==> config.mk <==
export PLATFORM = sky130hd
export DESIGN_NAME = hdlc_tx_framer_scrambler
export DESIGN_NICKNAME = d
export VERILOG_FILES = /design/src/rtl/core/hdlctx_pkg.sv /design/src/rtl/core/hdlctx_line_coder.sv /design/src/rtl/core/hdlc_tx_framer_scrambler.sv
export SDC_FILE = /design/constraint.sdc
export NUM_CORES = 1
export LEC_CHECK = 0
export ABC_AREA = 1
export BUFFER_PORTS_ARGS = -buffer_cell sky130_fd_sc_hd__buf_2
export CAP_MARGIN = 20
export CELL_PAD_IN_SITES_DETAIL_PLACEMENT = 0
export CELL_PAD_IN_SITES_GLOBAL_PLACEMENT = 1
export CORE_ASPECT_RATIO = 0.5
export CORE_MARGIN = 2
export CORE_UTILIZATION = 41
export DETAILED_ROUTE_END_ITERATION = 7
export PLACE_DENSITY = 0.82
export SYNTH_ARGS = -nofsm -noshare
export SYNTH_HDL_FRONTEND = slang
export SYNTH_HIERARCHICAL = 1
export SYNTH_SLANG_ARGS = --single-unit
==> constraint.sdc <==
create_clock -name clk -period 2.4 [get_ports clk]
set_clock_uncertainty 0.15 [all_clocks]
set_input_delay 0.48 -clock clk [delete_from_list [all_inputs] [get_ports clk]]
set_output_delay 0.48 -clock clk [all_outputs]
set_load 0.05 [all_outputs]
==> src/rtl/core/hdlctx_pkg.sv <==
package hdlctx_pkg;

  localparam logic [15:0] CRC_POLY       = 16'h8408;
  localparam logic [15:0] CRC_INIT       = 16'hFFFF;
  localparam logic [7:0]  FLAG_BYTE      = 8'h7E;
  localparam logic [2:0]  STUFF_RUN      = 3'd5;
  localparam logic [15:0] MAX_BITS_RESET = 16'd2048;
  localparam int          CFG_W          = 16;
  localparam int          SCR_LEN        = 17;
  localparam int          SCR_TAP_HI     = 16;
  localparam int          SCR_TAP_LO     = 11;

  typedef enum logic [1:0] {
    CMD_START = 2'd0,
    CMD_DATA  = 2'd1,
    CMD_FLAG  = 2'd2,
    CMD_END   = 2'd3
  } cmd_t;

  typedef enum logic {
    REG_FSK_MODE = 1'b0,
    REG_MAX_BITS = 1'b1
  } reg_idx_t;

  typedef enum logic [1:0] {
    SEG_CRC_LO = 2'd0,
    SEG_CRC_HI = 2'd1,
    SEG_FLAG   = 2'd2
  } seg_t;

  // line coder control, one bit step at a time
  typedef struct packed {
    logic clear;
    logic advance;
    logic fsk;
  } coder_ctrl_t;

endpackage

==> src/rtl/core/hdlctx_line_coder.sv <==
module hdlctx_line_coder (
  input  logic                     clk,
  input  logic                     rst_n,
  input  hdlctx_pkg::coder_ctrl_t  ctrl,
  input  logic                     bit_in,
  output logic                     bit_out
);

  logic [hdlctx_pkg::SCR_LEN-1:0] scr_r;
  logic                           tone_r;
  logic                           scr_bit;

  assign scr_bit = bit_in ^ scr_r[hdlctx_pkg::SCR_TAP_HI] ^ scr_r[hdlctx_pkg::SCR_TAP_LO];
  // NRZI: a zero toggles the tone
  assign bit_out = ctrl.fsk ? (tone_r ^ ~scr_bit) : bit_in;

  always_ff @(posedge clk) begin
    if (!rst_n || ctrl.clear) begin
      scr_r  <= '0;
      tone_r <= 1'b0;
    end else if (ctrl.advance) begin
      scr_r  <= {scr_r[hdlctx_pkg::SCR_LEN-2:0], scr_bit};
      tone_r <= tone_r ^ ~scr_bit;
    end
  end

endmodule

==> src/rtl/core/hdlc_tx_framer_scrambler.sv <==
// Bit-serial HDLC transmit framer with CRC-16, zero stuffing and optional
// scrambler plus NRZI line coding.
// Input channel: in_valid/in_stall carry a command (start, data byte, flag,
// end) and a data byte. in_stall is high while a command is being serialized;
// a start command is taken while idle and produces no output.
// Output channel: out_valid/out_stall carry one line bit per transaction,
// with out_last on the final bit of the command and out_overflow showing
// whether the frame bit limit was already hit.
// Throughput: the bit sequencer emits one bit per cycle into a single output
// register while the receiver does not stall; a data byte, flag or end
// command is serialized in full before the block returns to idle and takes
// the next command. An accepted command first moves the sequencer into its
// run state, and its first bit is then loaded into the output register.
// A byte or flag cut short by the bit limit ends at the dropped bit.
// When the receiver stalls, the output register holds and the sequencer
// waits; no bit is lost.
// Configuration (cfg_we, cfg_index, cfg_wdata) is to be written by the user
// only while idle; the block does not enforce this. Reset clears frame state:
// CRC to all ones, counters, scrambler and tone; fsk_mode resets to 0 and max_bits to 2048.
module hdlc_tx_framer_scrambler (
  input  logic                          clk,
  input  logic                          rst_n,
  input  logic                          in_valid,
  output logic                          in_stall,
  input  logic [1:0]                    in_cmd,
  input  logic [7:0]                    in_data_byte,
  output logic                          out_valid,
  input  logic                          out_stall,
  output logic                          out_line_bit,
  output logic                          out_last,
  output logic                          out_overflow,
  input  logic                          cfg_we,
  input  logic [0:0]                    cfg_index,
  input  logic [hdlctx_pkg::CFG_W-1:0]  cfg_wdata
);

  typedef enum logic {ST_IDLE, ST_RUN} state_t;

  state_t                state_r;
  hdlctx_pkg::cmd_t      cmd_r;
  hdlctx_pkg::seg_t      seg_r;
  logic [7:0]            sh_r;
  logic [7:0]            crc_hi_r;
  logic [2:0]            idx_r;
  logic                  stuff_r;
  logic [2:0]            ones_r;
  logic [15:0]           crc_r;
  logic [15:0]           bit_count_r;
  logic                  ovf_r;
  logic                  fsk_r;
  logic [15:0]           max_bits_r;
  logic                  out_valid_r;
  logic                  out_line_bit_r;
  logic                  out_last_r;
  logic                  out_overflow_r;

  hdlctx_pkg::cmd_t        in_cmd_e;
  hdlctx_pkg::coder_ctrl_t coder_ctrl;
  logic                    step;
  logic                    emit;
  logic                    is_flag;
  logic                    more_segs;
  logic                    raw_bit;
  logic                    coded_bit;
  logic                    dropped;
  logic                    data_bit;
  logic [2:0]              ones_inc;
  logic                    need_stuff;
  logic                    more;
  logic                    last_bit;
  logic                    seg_done;
  logic [15:0]             crc_mix;
  logic [15:0]             crc_nxt;
  logic                    start_acc;

  assign in_cmd_e   = hdlctx_pkg::cmd_t'(in_cmd);
  assign in_stall   = (state_r != ST_IDLE);
  assign start_acc  = in_valid && !in_stall && (in_cmd_e == hdlctx_pkg::CMD_START);
  assign step       = (state_r == ST_RUN) && (!out_valid_r || !out_stall);
  assign emit       = step && !dropped;
  assign is_flag    = (cmd_r == hdlctx_pkg::CMD_FLAG) ||
                      ((cmd_r == hdlctx_pkg::CMD_END) && (seg_r == hdlctx_pkg::SEG_FLAG));
  assign more_segs  = (cmd_r == hdlctx_pkg::CMD_END) && (seg_r != hdlctx_pkg::SEG_FLAG);
  assign raw_bit    = stuff_r ? 1'b0 : sh_r[0];
  assign dropped    = (bit_count_r >= max_bits_r);
  assign data_bit   = !is_flag && !stuff_r;
  assign ones_inc   = ones_r + 3'd1;
  assign need_stuff = data_bit && sh_r[0] && (ones_inc >= hdlctx_pkg::STUFF_RUN);
  assign more       = need_stuff || (idx_r != 3'd7) || more_segs;
  assign last_bit   = !more || (({1'b0, bit_count_r} + 17'd1) >= {1'b0, max_bits_r});
  assign seg_done   = dropped || (!need_stuff && (idx_r == 3'd7));
  assign crc_mix    = crc_r ^ {15'd0, sh_r[0]};
  assign crc_nxt    = crc_mix[0] ? ((crc_mix >> 1) ^ hdlctx_pkg::CRC_POLY) : (crc_mix >> 1);

  assign coder_ctrl.clear   = start_acc;
  assign coder_ctrl.advance = step && !dropped && fsk_r;
  assign coder_ctrl.fsk     = fsk_r;

  hdlctx_line_coder u_coder (
    .clk     (clk),
    .rst_n   (rst_n),
    .ctrl    (coder_ctrl),
    .bit_in  (raw_bit),
    .bit_out (coded_bit)
  );

  always_ff @(posedge clk) begin
    if (!rst_n) begin
      state_r     <= ST_IDLE;
      out_valid_r <= 1'b0;
      fsk_r       <= 1'b0;
      max_bits_r  <= hdlctx_pkg::MAX_BITS_RESET;
      crc_r       <= hdlctx_pkg::CRC_INIT;
      ones_r      <= '0;
      bit_count_r <= '0;
      ovf_r       <= 1'b0;
      stuff_r     <= 1'b0;
    end else begin
      if (cfg_we) begin
        unique case (hdlctx_pkg::reg_idx_t'(cfg_index))
          hdlctx_pkg::REG_FSK_MODE: fsk_r      <= cfg_wdata[0];
          hdlctx_pkg::REG_MAX_BITS: max_bits_r <= cfg_wdata[15:0];
        endcase
      end
      if (out_valid_r && !out_stall && !emit) begin
        out_valid_r <= 1'b0;
      end
      unique case (state_r)
        ST_IDLE: begin
          if (in_valid) begin
            cmd_r   <= in_cmd_e;
            seg_r   <= hdlctx_pkg::SEG_CRC_LO;
            idx_r   <= '0;
            stuff_r <= 1'b0;
            unique case (in_cmd_e)
              hdlctx_pkg::CMD_START: begin
                crc_r       <= hdlctx_pkg::CRC_INIT;
                ones_r      <= '0;
                bit_count_r <= '0;
                ovf_r       <= 1'b0;
              end
              hdlctx_pkg::CMD_DATA: begin
                sh_r    <= in_data_byte;
                state_r <= ST_RUN;
              end
              hdlctx_pkg::CMD_FLAG: begin
                sh_r    <= hdlctx_pkg::FLAG_BYTE;
                state_r <= ST_RUN;
              end
              hdlctx_pkg::CMD_END: begin
                sh_r     <= ~crc_r[7:0];
                crc_hi_r <= ~crc_r[15:8];
                state_r  <= ST_RUN;
              end
            endcase
          end
        end
        ST_RUN: begin
          if (step) begin
            if (data_bit) begin
              crc_r <= crc_nxt;
            end
            if (dropped) begin
              ovf_r <= 1'b1;
            end else begin
              out_valid_r    <= 1'b1;
              out_line_bit_r <= coded_bit;
              out_last_r     <= last_bit;
              out_overflow_r <= ovf_r;
              bit_count_r    <= bit_count_r + 16'd1;
              if (!is_flag) begin
                if (stuff_r || !sh_r[0]) begin
                  ones_r <= '0;
                end else begin
                  ones_r <= ones_inc;
                end
              end
            end
            if (seg_done) begin
              stuff_r <= 1'b0;
              idx_r   <= '0;
              if (is_flag) begin
                ones_r <= '0;
              end
              if (more_segs) begin
                if (seg_r == hdlctx_pkg::SEG_CRC_LO) begin
                  seg_r <= hdlctx_pkg::SEG_CRC_HI;
                  sh_r  <= crc_hi_r;
                end else begin
                  seg_r <= hdlctx_pkg::SEG_FLAG;
                  sh_r  <= hdlctx_pkg::FLAG_BYTE;
                end
              end else begin
                state_r <= ST_IDLE;
              end
            end else if (need_stuff) begin
              stuff_r <= 1'b1;
            end else begin
              stuff_r <= 1'b0;
              idx_r   <= idx_r + 3'd1;
              sh_r    <= sh_r >> 1;
            end
          end
        end
      endcase
    end
  end

  assign out_valid    = out_valid_r;
  assign out_line_bit = out_line_bit_r;
  assign out_last     = out_last_r;
  assign out_overflow = out_overflow_r;

`ifndef SYNTH
  a_out_from_run: assert property (@(posedge clk) disable iff (!rst_n)
    $rose(out_valid_r) |-> $past(state_r == ST_RUN))
    else $error("output transaction without active command");

  a_stuff_run: assert property (@(posedge clk) disable iff (!rst_n)
    stuff_r |-> (ones_r >= hdlctx_pkg::STUFF_RUN))
    else $error("stuff bit pending below run length");

  a_count_emit: assert property (@(posedge clk) disable iff (!rst_n)
    ($past(rst_n) && (bit_count_r != $past(bit_count_r)) && (bit_count_r != 16'd0))
      |-> out_valid_r)
    else $error("bit count moved without emitted bit");

  a_ovf_run: assert property (@(posedge clk) disable iff (!rst_n)
    $rose(ovf_r) |-> $past(state_r == ST_RUN))
    else $error("overflow set outside a command");
`endif

endmodule

Word-level counts from Yosys, hierarchy flattened
Cells that the tools add are included.
{ "classes": {"eq_ne": 20, "n_addsub": 4, "bitwise": 11, "n_mux": 61, "reduce_logical": 48, "order_cmp": 3} }
{ "ops": {"columns": ["cell", "n"], "rows": [
  ["$mux W16", 9],
  ["$pmux W16 S2", 2],
  ["$mux W8", 6],
  ["$mux W3", 12],
  ["$pmux W8 S3", 1],
  ["$reduce_and A4 Y1", 6],
  ["$mux W1", 19],
  ["$add A16 B1 Y17 const B", 1],
  ["$ge A17 B16 Y1", 1],
  ["$add A16 B1 Y16 const B", 1],
  ["$ge A16 B16 Y1", 1],
  ["$not A8 Y8", 2],
  ["$pmux W8 S2", 1],
  ["$xor A16 B1 Y16", 1],
  ["$logic_and A1 B1 Y1", 13],
  ["$pmux W3 S2", 2],
  ["$logic_not A1 Y1", 11],
  ["$eq A2 B2 Y1 const B", 5],
  ["$mux W2", 5],
  ["$ne A2 B1 Y1 const B", 5],
  ["$logic_or A1 B1 Y1", 8],
  ["$ne A2 B2 Y1 const B", 4],
  ["$add A3 B1 Y3 const B", 2],
  ["$ne A3 B3 Y1 const B", 2],
  ["16 further kinds", 27]
]} }
{ "totals": {"out_inout_bits": 5, "input_bits": 32, "word_cells": 166, "ff_bits": 100} }

Longest topological paths before layout
{ "depth": {"word_depth": 13, "mapped_depth": 19, "mapped_depth_nobuf": 18} }

Modules after synthesis
The synthesis kept the hierarchy.
{ "by_module_without_submodules": {"columns": ["module", "instances", "cells_each", "seq_area_each_um2", "area_per_inst_um2"], "rows": [
  ["hdlc_tx_framer_scrambler", 1, 597, 1901.8, 4703.3],
  ["hdlctx_line_coder", 1, 94, 360.3, 742.0]
]} }

Least setup slack after synthesis
No wires, ideal clock.
{ "synth_timing": {"kind": "flip-flop to flip-flop", "start": "register bit_count_r[0]", "end": "register out_last_r (netlist: out_last) (data pin)", "n_path_buf": 0, "setup_time_ps": 264, "period_less_slack_ps": 2409, "required_time_ps": 1986, "path_stages_with_launch": 13, "arrival_ps": 1995, "path_slack_ps": -9, "cell_sequence": "dfxtp_1 > ha_1 > nand3_1 > nor4_1 > xnor2_1 > inv_1 > ha_1 > a21oi_1 > o21ai_0 > nand2_1 > nand3_1 > nor2_1 > nand4_1"} }
{ "synth_between": {"elab_chain_len": 3} }
{ "synth_rtl": {"columns": ["item", "line_no", "rtl"], "rows": [
  ["from (decl)", "hdlc_tx_framer_scrambler.sv:48", "logic [15:0] bit_count_r;"],
  ["from (signal assigned)", "hdlc_tx_framer_scrambler.sv:170", "bit_count_r <= bit_count_r + 16'd1;"],
  ["$add A16 B1 Y17", "hdlc_tx_framer_scrambler.sv:90", "assign last_bit = !more || (({1'b0, bit_count_r} + 17'd1) >= {1'b0, max_bits_r});"],
  ["$ge A17 B16 Y1", "hdlc_tx_framer_scrambler.sv:90", null],
  ["$logic_or A1 B1 Y1", "hdlc_tx_framer_scrambler.sv:90", null],
  ["net last_bit", "hdlc_tx_framer_scrambler.sv:70", "logic last_bit;"],
  ["to (signal assigned)", "hdlc_tx_framer_scrambler.sv:168", "out_last_r <= last_bit;"],
  ["to (decl)", "hdlc_tx_framer_scrambler.sv:54", "logic out_last_r;"]
]} }
The timed path passes the listed nets, and every way through them passes these cells.
A chain may end at the register's enable or synchronous reset.

Worst setup path in the final report
{ "layout_timing": {"start": "register bit_count_r[3]", "end": "register out_last_r (netlist: out_last) (data pin)"} }
The elaborated chain is that of the path after synthesis.

==> parameters.txt <==
Parameter                              Value

Run status
  Status ... finished with violations
  Violations in the final reports ... setup timing

Worst setup path
  List of cells traversed by the critical path ... buf_6 -> nand4_1 -> nor2_4 -> buf_6 -> nand4_1 -> xnor2_2 -> ha_1 -> nand4_1 -> nor4_2 -> nand2_1 -> nand4_1
  Required time of the critical path ... 2.46 ns
  Slowest CP cell ... sky130_fd_sc_hd__dfxtp_4
  Type of origin of the critical path ... flop
  Number of buffer and inverter stages on the critical path ... 2
  Top Family by Delay on Critical Path ... simple AND/OR/NAND/NOR gates
  Crit path kind ... flop to flop
  Cell repeated most along the worst path ... sky130_fd_sc_hd__nand4_1
  Number of cells on the critical path ... 11
  Critical Path Fanout Max ... 4
  Critical path data arrival time ... 2.56 ns
  Max stage delay on crit path ... 0.38 ns
  Type of destination of the critical path ... flop
  R2r worst-path depth ... 11

Route
  Remaining DRCs ... 0
  Final ANT Viol Nets ... 0
  Total via count after detailed routing ... around 4700
  Total Wirelength ... roughly 13000 µm
  Routed length per instance ... around 14 µm
  Iter 0 DRT Violations ... roughly 190
  Via count normalized by instance count ... 4.91
  Initial DRT Pass Iterations ... 4

Floorplanning
  Number of rows in the core area ... 29
  DIE AREA ... 14300 µm²
  Initial cell density of the core ... 42.5%
  Placeable core region ... roughly 13000 µm²
  Count of boundary I/O pins ... 37
  Die width ... 167 µm
  Die extent in y ... 85.5 µm

Clock tree
  TritonCTS clock tree ... done
  Clk slew on worst S/H paths ... roughly 0.080 ns
  Maximum level of the CTS H-tree ... 3
  Inserted Clock Buffers ... 9
  Maximum count of clock buffers along a single path ... 2
  Clock root cell ... sky130_fd_sc_hd__clkbuf_16
  CTS Sinks ... 100
  Source-to-sink clock delay at the later pin of the worst-skew pair ... 0.35 ns

Timing
  Post-layout worst setup margin ... -0.108 ns
  Fraction of the cycle the final worst path needs ... 104%
  Peak Freq ... 399 MHz
  Worst hold slack across all endpoints ... 0.226 ns
  RSZ-0062 raised after global routing ... true
  Max Slew Vio Count ... 0
  Worst max-slew margin expressed relative to the limit ... between 60% and 70%
  Transition time at the pin with the least slew margin ... 0.584 ns
  Final period demand of the worst path ... 2.51 ns
  Final hold violation count ... 0
  Final-report setup violation count ... 1

Logic synthesis
  Number of synthesized flops with an enable pin ... 26
  Asr flop ratio synth ... 0%
  Post-synthesis sequential area ratio ... 41.5%
  Top cells by area, synth ... sky130_fd_sc_hd__dfxtp_1, sky130_fd_sc_hd__edfxtp_1, sky130_fd_sc_hd__nand2_1
  Number of warnings printed during yosys synthesis ... 6
  Most frequent cell after synthesis ... sky130_fd_sc_hd__nand2_1
  Post-Syn Nets ... 764
  Post-synth cell types ... 41
  Number of register bits inferred by synthesis ... 100
  Mapped cell area ... 5450 µm²
  Average size of a mapped cell ... ~8 µm²
  Top_reg_cell synth ... sky130_fd_sc_hd__dfxtp_1
  Mapped Cells ... a little under 700
  Most numerous cell types in the synthesized netlist ... sky130_fd_sc_hd__nand2_1, sky130_fd_sc_hd__inv_1, sky130_fd_sc_hd__dfxtp_1
  Leading area contributor after synthesis ... sky130_fd_sc_hd__dfxtp_1
  Top-area cell type share of the netlist area ... 27.2%

Layout
  Number of cells in the finished layout apart from fillers ... roughly 970
  Share of layout cells above drive strength 1 ... 25.1%
  Syn-to-layout area delta ... 25.2%
  Util after Layout ... 53.2%
  Number of fillers in the final layout ... 1200
  Post-route standard cell area excluding fillers ... 6820 µm²
  ANT cells ... 0
  Fin nets ... 864

Power and ir drop
  Leakage power of the design ... 3.07 nW
  Share of power burned in the clock network ... 36.2%
  Cell-internal power ... 2.85 mW
  Logic pwr share ... 17.7%
  Maximum resistive drop on vdd ... 0.419 mV
  Switching power summed over all nets ... 1.23 mW
  Overall Power ... between 4 and 5 mW
  Power density of the placed cells ... ~600 nW/µm²
  Relative contribution of sequential cells to total power ... 46.1%
  Switching power share of the total ... a little under a third

Global routing
  Vias in the first global route ... 4473
  Overall track demand over capacity in global routing ... 19.1%
  Antenna violations before repair ... 1
  Maximum number of pins on one net before global-route repair ... 39
  Global-route wire length before repair ... 21600 µm
  Total congestion overflow after global routing ... 0

Run
  Number of maximum-capacitance violations ... 0

Worst hold path
  Hold Path Cell Cnt ... 1
  Tightest Hold Check Type ... input pin to flop

Placement
  Final GP Congestion ... 0.873
  Count of buffers inserted at the top-level ports ... 36
  # placed instances ... 941
  Estimated wirelength of the detail-placed design ... 9510 µm
  Total placed instance area ... 6210 µm²
-- final timing paths --
path	startpoint	endpoint	slack, ns
setup / recovery	bit_count_r[3]	out_last	-0.11
hold / removal	in_cmd[1]	cmd_r[1]	0.23
setup reg to reg	bit_count_r[3]	out_last	-0.11
hold reg to reg	ovf_r	out_overflow	0.30
-- through the flow --
stage / setup WS (ns) / TNS (ns)
final: -0.108 / -0.108
after global routing: -0.232 / -0.461
after CTS: -0.0855 / -0.0855
after detailed placement: -0.234 / -1.76
after global placement: -0.181 / -0.532
after floorplan: 0.0260 / 0
-- area by class of cell --
type | instances | area, µm² | area share (%)
inverters | 90 | 345 | 5.07
multi-input cells | 480 | 2890 | 42.4
well taps | 170 | 213 | 3.12
clock inverters | 7 | 77.6 | 1.14
clock buffers | 9 | 225 | 3.30
flip-flops and latches | 100 | 2280 | 33.4
repair buffers | 110 | 786 | 11.5
-- cell usage in the layout (no fill, tap or decap), types with 2 or more instances in the layout --
master	instances
sky130_fd_sc_hd__buf_4	63
sky130_fd_sc_hd__inv_6	3
sky130_fd_sc_hd__edfxtp_1	26
sky130_fd_sc_hd__nor3_1	2
sky130_fd_sc_hd__ha_1	38
sky130_fd_sc_hd__clkinv_8	2
sky130_fd_sc_hd__nand4_1	12
sky130_fd_sc_hd__dfxtp_4	2
sky130_fd_sc_hd__nor2_2	4
sky130_fd_sc_hd__nand3_2	4
sky130_fd_sc_hd__nor2_4	5
sky130_fd_sc_hd__inv_8	2
sky130_fd_sc_hd__or2_2	3
sky130_fd_sc_hd__nand2_1	146
sky130_fd_sc_hd__clkbuf_16	9
sky130_fd_sc_hd__ha_4	2
sky130_fd_sc_hd__nor2_8	2
sky130_fd_sc_hd__o21ai_2	3
sky130_fd_sc_hd__a21oi_2	11
sky130_fd_sc_hd__inv_2	7
sky130_fd_sc_hd__buf_2	36
sky130_fd_sc_hd__o211ai_1	15
sky130_fd_sc_hd__nand3b_1	2
sky130_fd_sc_hd__nand2_2	7
sky130_fd_sc_hd__inv_1	81
sky130_fd_sc_hd__xnor2_1	5
sky130_fd_sc_hd__dfxtp_2	8
sky130_fd_sc_hd__nand3_1	22
sky130_fd_sc_hd__o21ai_1	2
sky130_fd_sc_hd__o21ai_0	57
sky130_fd_sc_hd__nand3_4	2
sky130_fd_sc_hd__a21oi_1	58
sky130_fd_sc_hd__buf_6	10
sky130_fd_sc_hd__xor2_1	7
sky130_fd_sc_hd__nand2_4	2
sky130_fd_sc_hd__xnor2_2	2
sky130_fd_sc_hd__nor2_1	52
sky130_fd_sc_hd__dfxtp_1	64
-- logic make-up after synthesis --
logic type	share of synthesized area, %
and+or+nand+nor	22.5
DFF	41.5
adders and majority gates	9.42
buffers and inverters	8.55
xor gates and xnor gates	2.41
AOI/OAI and AO/OA	15.6
-- metal layers --
metal	routed length [µm]	track usage (%)	vias to the layer above
li1	-	-	2492
met1	6710	25.9	2198
met2	5870	31.2	46
met3	371	4.01	8
met4	116	5.33	0
met5	0	0	-
-- flip-flops by register name, summed over array words and instances (netlist names), 2 cells and up --
register / flops
ones_r: 3
crc_hi_r: 8
max_bits_r: 16
seg_r: 2
idx_r: 3
bit_count_r: 16
cmd_r: 2
sh_r: 8
u_coder/scr_r: 17
crc_r: 16
-- what timing repair did --
| action | in CTS | in global routing |
|---|---|---|
| gates cloned | 0 | 0 |
| hold buffers | 0 | 0 |
| resized for setup | 12 | 48 |
| endpoints found under the setup margin | 26 | 31 |
| setup buffers | 3 | 6 |
| pin swaps | 1 | 22 |
-- power groups by stage --
stage,logic (mW),registers (mW),clock network [mW]
CTS,0.698,1.88,1.52
global placement,0.682,1.92,0
global route,0.819,1.89,1.60
floorplan,0.439,1.93,0
detailed placement,0.689,1.92,0
finish,0.723,1.88,1.48
Note: power is estimated with default switching activity, not from simulation.
